==> src/sv/uvss_pkg.sv <==
// Package for the unit vector slew smoother: fixed-point widths, command codes
// and the direction vector type. No dependencies.
`timescale 1ns / 1ps
`default_nettype none
package uvss_pkg;
  // Fraction bits of a direction component (Q2.30).
  localparam int FRAC_BITS = 30;
  // Direction component width: sign, integer bit, fraction.
  localparam int DIR_W = FRAC_BITS + 2;
  // Width of the external words.
  localparam int WORD_W = 32;
  // Weighted sum 31*cur + des reaches 2^(FRAC_BITS+5) in magnitude.
  localparam int SUM_W = DIR_W + 5;
  localparam int MAG_W = SUM_W - 1;
  localparam int SLEW_SHIFT = 5;
  // Magnitudes are aligned so the largest lies in [2^29, 2^30).
  localparam int ALIGN_BIT = 29;
  localparam int SQ_W = 2 * ALIGN_BIT + 2;
  localparam int ROOT_W = 64;
  localparam int R_W = 32;
  localparam int QUO_W = FRAC_BITS + 1;
  localparam int CNT_W = 6;
  localparam int SQRT_STEPS = 32;

  localparam logic CMD_TICK = 1'b0;
  localparam logic CMD_GOTO = 1'b1;

  typedef logic signed [DIR_W-1:0] dir_t;
  localparam dir_t DIR_ONE = dir_t'(1) <<< FRAC_BITS;
endpackage
`default_nettype wire

==> src/sv/unit_vector_slew_smoother.sv <==
// Top level of the unit vector slew smoother: one sequencer around a shared
// shifter, multiplier, square-root step and divide step. Uses uvss_pkg.
`timescale 1ns / 1ps
`default_nettype none
// Pointing smoother for a simulated mount. The pointing direction is a unit
// vector in signed Q2.30. A goto word (cmd = 1) normalizes its target vector
// and stores it as the desired direction; a zero target leaves it unchanged.
// A tick word (cmd = 0) forms 31 * current + desired, renormalizes it to unit
// length and makes it the current direction; if that sum is zero, the current
// direction jumps to the desired one. Every word returns one result word with
// the current direction. Rounding truncates toward zero everywhere.
// Timing: one word is worked on at a time and in_stall is high while it is.
// The next word can be taken in the cycle after the result is loaded. The
// steps are: take sign and magnitude; shift the magnitudes one bit per cycle
// (up to 29 bits) until aligned, then see the alignment; form the sum of
// squares on the single multiplier; take the bitwise square root; divide each
// component by restoring division sharing one subtractor; then load the
// output register. A zero vector skips the arithmetic.
// The output register lets the next word be accepted while a result still
// waits under out_stall; only the load of the following result waits for it.
module unit_vector_slew_smoother import uvss_pkg::*; (
  input  wire logic                     clk,
  input  wire logic                     rst,
  input  wire logic                     in_valid,
  output logic                          in_stall,
  input  wire logic                     cmd,
  input  wire logic signed [WORD_W-1:0] target_x,
  input  wire logic signed [WORD_W-1:0] target_y,
  input  wire logic signed [WORD_W-1:0] target_z,
  output logic                          out_valid,
  input  wire logic                     out_stall,
  output logic signed [WORD_W-1:0]      pos_x,
  output logic signed [WORD_W-1:0]      pos_y,
  output logic signed [WORD_W-1:0]      pos_z
);
  localparam logic [2:0] ST_IDLE  = 3'd0;
  localparam logic [2:0] ST_ABS   = 3'd1;
  localparam logic [2:0] ST_ALIGN = 3'd2;
  localparam logic [2:0] ST_SQ    = 3'd3;
  localparam logic [2:0] ST_SQRT  = 3'd4;
  localparam logic [2:0] ST_DIV   = 3'd5;
  localparam logic [2:0] ST_OUT   = 3'd6;

  logic [2:0] state;
  logic       is_goto;
  logic [CNT_W-1:0] cnt;
  logic [1:0] idx;

  dir_t cur [3];
  dir_t des [3];
  dir_t res [3];

  logic signed [SUM_W-1:0] vec [3];
  logic [MAG_W-1:0] mag [3];
  logic neg [3];

  logic [SQ_W-1:0]   prod;
  logic [ROOT_W-1:0] acc;
  logic [ROOT_W-1:0] root;
  logic [ROOT_W-1:0] bitv;
  logic [R_W-1:0]    rem;
  logic [QUO_W-1:0]  quo;

  logic accept_in;
  logic out_load;
  logic any_high, any_mid, all_zero;
  logic [ALIGN_BIT:0] mag_sel;
  logic neg_sel;
  logic [ROOT_W-1:0] sq_try;
  logic [R_W:0] trial;
  logic trial_ge;
  logic [R_W:0] trial_sub;
  dir_t quo_signed;

  assign in_stall  = (state != ST_IDLE);
  assign accept_in = in_valid && !in_stall;
  // Load the output register once it is free.
  assign out_load  = (state == ST_OUT) && (!out_valid || !out_stall);

  // Alignment tests: any magnitude at or above 2^30, or at or above 2^29.
  always_comb begin
    any_high = 1'b0;
    any_mid  = 1'b0;
    all_zero = 1'b1;
    for (int i = 0; i < 3; i++) begin
      any_high = any_high | (|mag[i][MAG_W-1:ALIGN_BIT+1]);
      any_mid  = any_mid  | (|mag[i][MAG_W-1:ALIGN_BIT]);
      all_zero = all_zero & (mag[i] == '0);
    end
  end

  // Select the component that the multiplier or divider works on.
  always_comb begin
    unique case (idx)
      2'd0:    begin mag_sel = mag[0][ALIGN_BIT:0]; neg_sel = neg[0]; end
      2'd1:    begin mag_sel = mag[1][ALIGN_BIT:0]; neg_sel = neg[1]; end
      2'd2:    begin mag_sel = mag[2][ALIGN_BIT:0]; neg_sel = neg[2]; end
      default: begin mag_sel = '0;                  neg_sel = 1'b0;   end
    endcase
  end

  // Square-root and restoring-division steps.
  assign sq_try    = root + bitv;
  assign trial     = (cnt == '0) ? (R_W+1)'(mag_sel) : {rem, 1'b0};
  assign trial_ge  = trial >= {1'b0, root[R_W-1:0]};
  assign trial_sub = trial - {1'b0, root[R_W-1:0]};
  assign quo_signed = neg_sel ? -dir_t'({quo[QUO_W-2:0], trial_ge})
                              : dir_t'({quo[QUO_W-2:0], trial_ge});

  always_ff @(posedge clk) begin
    if (rst) begin
      state     <= ST_IDLE;
      out_valid <= 1'b0;
      cur[0] <= DIR_ONE; cur[1] <= '0; cur[2] <= '0;
      des[0] <= DIR_ONE; des[1] <= '0; des[2] <= '0;
    end else begin
      if (out_load) begin
        out_valid <= 1'b1;
      end else if (!out_stall) begin
        out_valid <= 1'b0;
      end
      unique case (state)
        ST_IDLE: begin
          if (accept_in) begin
            is_goto <= (cmd == CMD_GOTO);
            // Latch the vector to normalize: target, or 31 * cur + des.
            if (cmd == CMD_GOTO) begin
              vec[0] <= SUM_W'(target_x);
              vec[1] <= SUM_W'(target_y);
              vec[2] <= SUM_W'(target_z);
            end else begin
              for (int i = 0; i < 3; i++) begin
                vec[i] <= (SUM_W'(cur[i]) <<< SLEW_SHIFT) - SUM_W'(cur[i])
                          + SUM_W'(des[i]);
              end
            end
            state <= ST_ABS;
          end
        end
        ST_ABS: begin
          for (int i = 0; i < 3; i++) begin
            neg[i] <= vec[i] < 0;
            mag[i] <= MAG_W'((vec[i] < 0) ? -vec[i] : vec[i]);
          end
          state <= ST_ALIGN;
        end
        ST_ALIGN: begin
          // Shift all magnitudes one bit a cycle until aligned; an all-zero vector goes straight to output.
          if (all_zero) begin
            if (!is_goto) begin
              for (int i = 0; i < 3; i++) cur[i] <= des[i];
            end
            state <= ST_OUT;
          end else if (any_high) begin
            for (int i = 0; i < 3; i++) mag[i] <= mag[i] >> 1;
          end else if (!any_mid) begin
            for (int i = 0; i < 3; i++) mag[i] <= mag[i] << 1;
          end else begin
            idx   <= 2'd0;
            cnt   <= '0;
            acc   <= '0;
            state <= ST_SQ;
          end
        end
        ST_SQ: begin
          // Multiply one component a cycle, accumulate the product after.
          prod <= SQ_W'(mag_sel) * SQ_W'(mag_sel);
          if (cnt != '0) begin
            acc <= acc + ROOT_W'(prod);
          end
          idx <= idx + 2'd1;
          if (cnt == CNT_W'(3)) begin
            root  <= '0;
            bitv  <= ROOT_W'(1) << (ROOT_W - 2);
            cnt   <= '0;
            state <= ST_SQRT;
          end else begin
            cnt <= cnt + 1'b1;
          end
        end
        ST_SQRT: begin
          if (acc >= sq_try) begin
            acc  <= acc - sq_try;
            root <= (root >> 1) + bitv;
          end else begin
            root <= root >> 1;
          end
          bitv <= bitv >> 2;
          if (cnt == CNT_W'(SQRT_STEPS - 1)) begin
            cnt   <= '0;
            idx   <= 2'd0;
            quo   <= '0;
            state <= ST_DIV;
          end else begin
            cnt <= cnt + 1'b1;
          end
        end
        ST_DIV: begin
          // One quotient bit a cycle; the first step yields the integer bit.
          rem <= trial_ge ? trial_sub[R_W-1:0] : trial[R_W-1:0];
          if (cnt == CNT_W'(FRAC_BITS)) begin
            res[idx] <= quo_signed;
            cnt <= '0;
            quo <= '0;
            idx <= idx + 2'd1;
            if (idx == 2'd2) begin
              for (int i = 0; i < 2; i++) begin
                if (is_goto) des[i] <= res[i];
                else         cur[i] <= res[i];
              end
              if (is_goto) des[2] <= quo_signed;
              else         cur[2] <= quo_signed;
              state <= ST_OUT;
            end
          end else begin
            quo <= {quo[QUO_W-2:0], trial_ge};
            cnt <= cnt + 1'b1;
          end
        end
        ST_OUT: begin
          if (out_load) begin
            pos_x <= WORD_W'(cur[0]);
            pos_y <= WORD_W'(cur[1]);
            pos_z <= WORD_W'(cur[2]);
            state <= ST_IDLE;
          end
        end
        default: state <= ST_IDLE;
      endcase
    end
  end
endmodule
`default_nettype wire

==> config.mk <==
export PLATFORM = sky130hd
export DESIGN_NAME = unit_vector_slew_smoother
export DESIGN_NICKNAME = d
export VERILOG_FILES = /design/src/sv/uvss_pkg.sv /design/src/sv/unit_vector_slew_smoother.sv
export SDC_FILE = /design/constraint.sdc
export NUM_CORES = 2
export LEC_CHECK = 0
export BUFFER_PORTS_ARGS = -buffer_cell sky130_fd_sc_hd__buf_4
export CELL_PAD_IN_SITES_DETAIL_PLACEMENT = 1
export CELL_PAD_IN_SITES_GLOBAL_PLACEMENT = 2
export CORE_AREA = 2 2 565 399
export CTS_CLUSTER_SIZE = 40
export DETAILED_ROUTE_END_ITERATION = 8
export DIE_AREA = 0 0 567 401
export HOLD_SLACK_MARGIN = 0.12
export PLACE_DENSITY_LB_ADDON = 0.1
export SLEW_MARGIN = 20
export SYNTH_ARGS = -nofsm -noshare
export SYNTH_HDL_FRONTEND = slang
export SYNTH_SLANG_ARGS = --single-unit
export TNS_END_PERCENT = 5
==> constraint.sdc <==
create_clock -name clk -period 11 [get_ports clk]
set_clock_uncertainty 0.2 [all_clocks]
set_input_delay 0.55 -clock clk [delete_from_list [all_inputs] [get_ports clk]]
set_output_delay 0.55 -clock clk [all_outputs]
set_load 0.02 [all_outputs]
# After elaboration in Yosys (flattened, before gate mapping)
# Memories as Yosys holds them, arrays and structs flattened.
# Cells that the tools add are included.
# classes
n_addsub	17
multipliers	1
magnitude_cmp	5
n_eq_ne	25
mux	111
bitwise	25
n_reduce_logical	34
# ops
op	n
$mux 64	8
$mux 32	11
$mux 36	9
$pmux 64 s2	2
$pmux 64 s3	1
$add 37x32->37	3
$lt 37x1->1 const B	3
$mux 37	3
$sub 37x32->37	3
$logic_not 36->1	3
$neg 36->36	3
$pmux 30 s3	1
$add 63x64->64	1
$add 64x60->64	1
$add 64x64->64	1
$ge 64x64->1	1
$sub 64x64->64	1
$mul 30x30->60	1
$mux 30	2
$pmux 30 s2	1
$mux 1	48
$mux 6	6
$ge 33x32->1	1
$mux 33	1
40 further kinds	103
# word_totals
regBits	423
mem_bits_rw	510
in_bits	101
mem_count	6
# memory_table
name	words	word_bits	rd	rd_clocked_by_memory_dff	wr	line_no	text
vec	3	37	3	0	3	unit_vector_slew_smoother.sv:53	logic signed [SUM_W-1:0] vec [3];
mag	3	36	3	0	3	unit_vector_slew_smoother.sv:54	logic [MAG_W-1:0] mag [3];
cur	3	32	3	0	3	unit_vector_slew_smoother.sv:49	dir_t cur [3];
des	3	32	3	0	3	unit_vector_slew_smoother.sv:50	dir_t des [3];
res	3	32	2	0	1	unit_vector_slew_smoother.sv:51	dir_t res [3];
neg	3	1	3	0	3	unit_vector_slew_smoother.sv:55	logic neg [3];

# Longest topological paths before layout
# An unclocked memory read counts as a cell.
# logic_depth
word_depth	11
ltp_mapped	39
mapped_depth_nobuf	35

# Least setup slack after synthesis
# No wires, ideal clock.
# synth_path
path_kind	flip-flop to flip-flop
start	reg state[0]
end	mem vec[0][47] (netlist bit), data pin
setup_ns	0.267
t_arrival_ns	11.045
t_required_ns	10.533
path_slack_ns	-0.511
stages_incl_launch_ff	9
path_buffers	3
synth_period_minus_slack_ns	11.511
cell_sequence	dfxtp_1 or3_1 nor3b_1 nand2b_1 clkbuf_1 clkbuf_1 clkbuf_1 nand2_1 o21ai_0
# synth_lines
element	line_no	text
start, declared	unit_vector_slew_smoother.sv:44	logic [2:0] state;
start signal, assigned	unit_vector_slew_smoother.sv:112	state <= ST_IDLE;
start signal, assigned	unit_vector_slew_smoother.sv:137	state <= ST_ABS;
start signal, assigned	unit_vector_slew_smoother.sv:145	state <= ST_ALIGN;
end, declared	unit_vector_slew_smoother.sv:53	

# Final worst setup path
# layout_path
start	reg idx[0]
end	reg prod[56], data pin
# layout_between
elab_chain_len	3
elab_cells_between_ends	5
# layout_rtl
element	line_no	text
start, declared	unit_vector_slew_smoother.sv:47	logic [1:0] idx;
start signal, assigned	unit_vector_slew_smoother.sv:171	idx <= idx + 2'd1;
start signal, assigned	unit_vector_slew_smoother.sv:205	idx <= idx + 2'd1;
$eq 2x2->1 (tied with other cells)	unit_vector_slew_smoother.sv:94	unique case (idx)
$pmux 30 s3 (*)	unit_vector_slew_smoother.sv:94	
$mul 30x30->60 (*)	unit_vector_slew_smoother.sv:167	prod <= SQ_W'(mag_sel) * SQ_W'(mag_sel);
end signal, assigned	unit_vector_slew_smoother.sv:167	
end, declared	unit_vector_slew_smoother.sv:57	logic [SQ_W-1:0] prod;
# Mark *: on every way between the ends. The rest lies on a longest branch, timed or not.
# A chain may end at the register's enable or synchronous reset.

==> results.toml <==
[placement]
port_buffers = 198
gp_congestion = 0.9834
dpl.hpwl_um = 268800

[floorplanning]
ioPinCount = 199
core_sq_um = 221900
rows = 145
die_x_um = 567
start_util_pct = 37.84
die-area_sq_um = 227400
die_h_um = 401

[global_route]
grt_max_degree = 163
antenna_found_initial = 32
grt_pass1_vias = 68870
groute.usage.overall_pct = 28.92
grt_pass1_wl_um = 484600
overflow = 0

[synth]
synth_nets = 10350
ys_async_sr_fraction_pct = 0
synth_edf_count = 864
synth_cell_type_count = 104
ys_warn_count = 0
ys_ff_latch = 868
syn-instance-count = 8847
synth_ff_type = "edfxtp_1"
ys_seq_area_share_pct = 31.00
synth_area_sq_um = 83950
syn_avg_cell_area_sq_um = 9.489

[route]
wl_per_cell_um = 27.38
final_antenna_net_count = 0
vias = 67220
wirelength_um = 331200
drtIter0Drc = 6597
vias_per_cell = 5.557
drtPass1Iterations = 6
remaining_drc_errors = 0

[timing]
setup_viol = 0
max_freq_mhz = 96.08
slew_violations = 0
rsz0062_at_grt = "no"
post-route-period-util_pct = 94.62
relSlewSlack_pct = 8.234
fin_tns_setup_ns = 0
worstMarginPinSlew_ns = 1.366
min_period_ns = 10.41
hold_violations = 0

[worst_hold_path]
min_path_type = "in -> reg"

[clock_tree]
clk_latency_ns = 0.73
clockBufferDepth = 3
path_clk_slew_ns = 0.07
postCtsSetupRepairBufs = 0
htreeDepth = 3
cts_tree = "built"
cts_made_buffers = 99
clockRootBuffer = "clkbuf_16"
cts.sinks = 868

[critical_path]
required_ns = 11.27
crit_slowest_cell = "fa_1"
crit_top_cell = "fa_1"
cp-start-kind = "flip-flop"
path_class = "reg -> reg"
endpoint_kind = "flip-flop"
max_stage_delay_ns = 0.72
path_max_fanout = 13
critPathArrivalTime_ns = 10.68

[outcome]
status = "complete, no violations"

[final_layout]
layout_commonest_cell = "inv_1"
layout.nets = 10580
final_cell_mix = "inv_1 (1436), nand2_1 (911), edfxtp_1 (864), fa_1 (793), nor2_1 (634)"
syn2layout_area_growth_pct = 11.44
layout-drive-gt1-share_pct = 6.544

[flow_run]
max_cap_viol_count = 0
-- critical path, delay by kind of cell, from the launching register on --
kind / cells / cell delay (ns)
compound gates: 5 / 1.33
simple gates: 7 / 1.62
buf+inv: 8 / 1.33
xor+xnor: 1 / 0.15
fa+ha+maj: 10 / 5.03
flops: 1 / 0.46
-- metal layers --
layer / GRT usage (%) / vias up / part of all wire (%)
met5: 0 / - / 0.012
met4: 4.614 / 6 / 1.7
met3: 6.083 / 290 / 8.2
met2: 39.59 / 2006 / 39
met1: 46.39 / 34630 / 51
li1: - / 30290 / -
-- synth_stat cells, drive strengths merged, types with 99 or more instances --
cell type / n / area, sq um
and2: 180 / 1126
a21oi: 464 / 2330
xor2: 292 / 2557
xnor2: 259 / 2268
ha: 608 / 7607
inv: 1437 / 5394
clkbuf: 270 / 1013
nor2: 639 / 2399
edfxtp: 864 / 25940
a31oi: 99 / 640.6
fa: 793 / 15880
o21ai: 552 / 2770
a21o: 197 / 1479
nand2: 913 / 3427
-- cell families after synthesis --
family | share of synthesized area [%]
adder cells (fa/ha/maj) | 27.97
multiplexers | 0.1461
XOR/XNOR | 5.748
AO/OA/AOI/OAI | 14.43
AND/OR/NAND/NOR | 12.76
buffers and inverters | 7.936
flip-flops | 31.00
-- state kept, by name (all words and copies together), names as in the netlist --
| register | count |
|---|---|
| vec | 111 |
| pos_x | 32 |
| root | 64 |
| mag | 108 |
| pos_y | 32 |
| prod | 59 |
| is_goto | 1 |
| pos_z | 32 |
| cur | 96 |
| quo | 30 |
| res | 64 |
| neg | 3 |
| des | 96 |
| acc | 64 |
| out_valid | 1 |
| bitv | 32 |
| cnt | 6 |
| rem | 32 |
| state | 3 |
| idx | 2 |
-- worst paths after layout --
path                 from         end  slack [ns]  depth (start not counted)
max                idx[0]    prod[56]        0.59                         31
min          target_x[25]  vec[0][25]        0.14                          3
max reg2reg        idx[0]    prod[56]        0.59                         31
min reg2reg     cur[0][1]    pos_x[1]        0.27                          0
-- area by class of cell --
class / count / area [sq um]
clock inverters: 55 / 730.7
repair buffers: 447 / 3623
diodes: 3 / 7.507
multi-input cells: 6219 / 51450
flip-flops and latches: 868 / 26030
fillers: 25070 / 128300
clock buffers: 121 / 2624
well taps: 2940 / 3679
inverters: 1443 / 5419
-- stage by stage --
| stage | area, sq um | hold WS (ns) | instances | setup slack, ns | utilization (%) |
|---|---|---|---|---|---|
| final | 93560 | 0.1449 | 12100 | 0.5920 | 42.16 |
| after floorplan | 83960 | 0.2244 | 8847 | 0.8522 | - |
| after global routing | 93550 | 0.1220 | 12090 | 0.05063 | 42.16 |
| after CTS | 93530 | 0.1251 | 12090 | 0.4513 | 42.15 |
| after global placement | 89200 | 0.2758 | 11820 | 0.5275 | 40.20 |
| after detailed placement | 89210 | 0.2709 | 11820 | 0.4616 | 40.20 |
-- what timing repair did --
action,CTS,global route
setup endpoints to repair,0,7
endpoints found under the hold margin,111,0
gates resized for setup,0,2
hold buffers,97,0
Power is not shown: default switching activity piles up to over one toggle a cycle in this logic, so the estimate is an artifact.
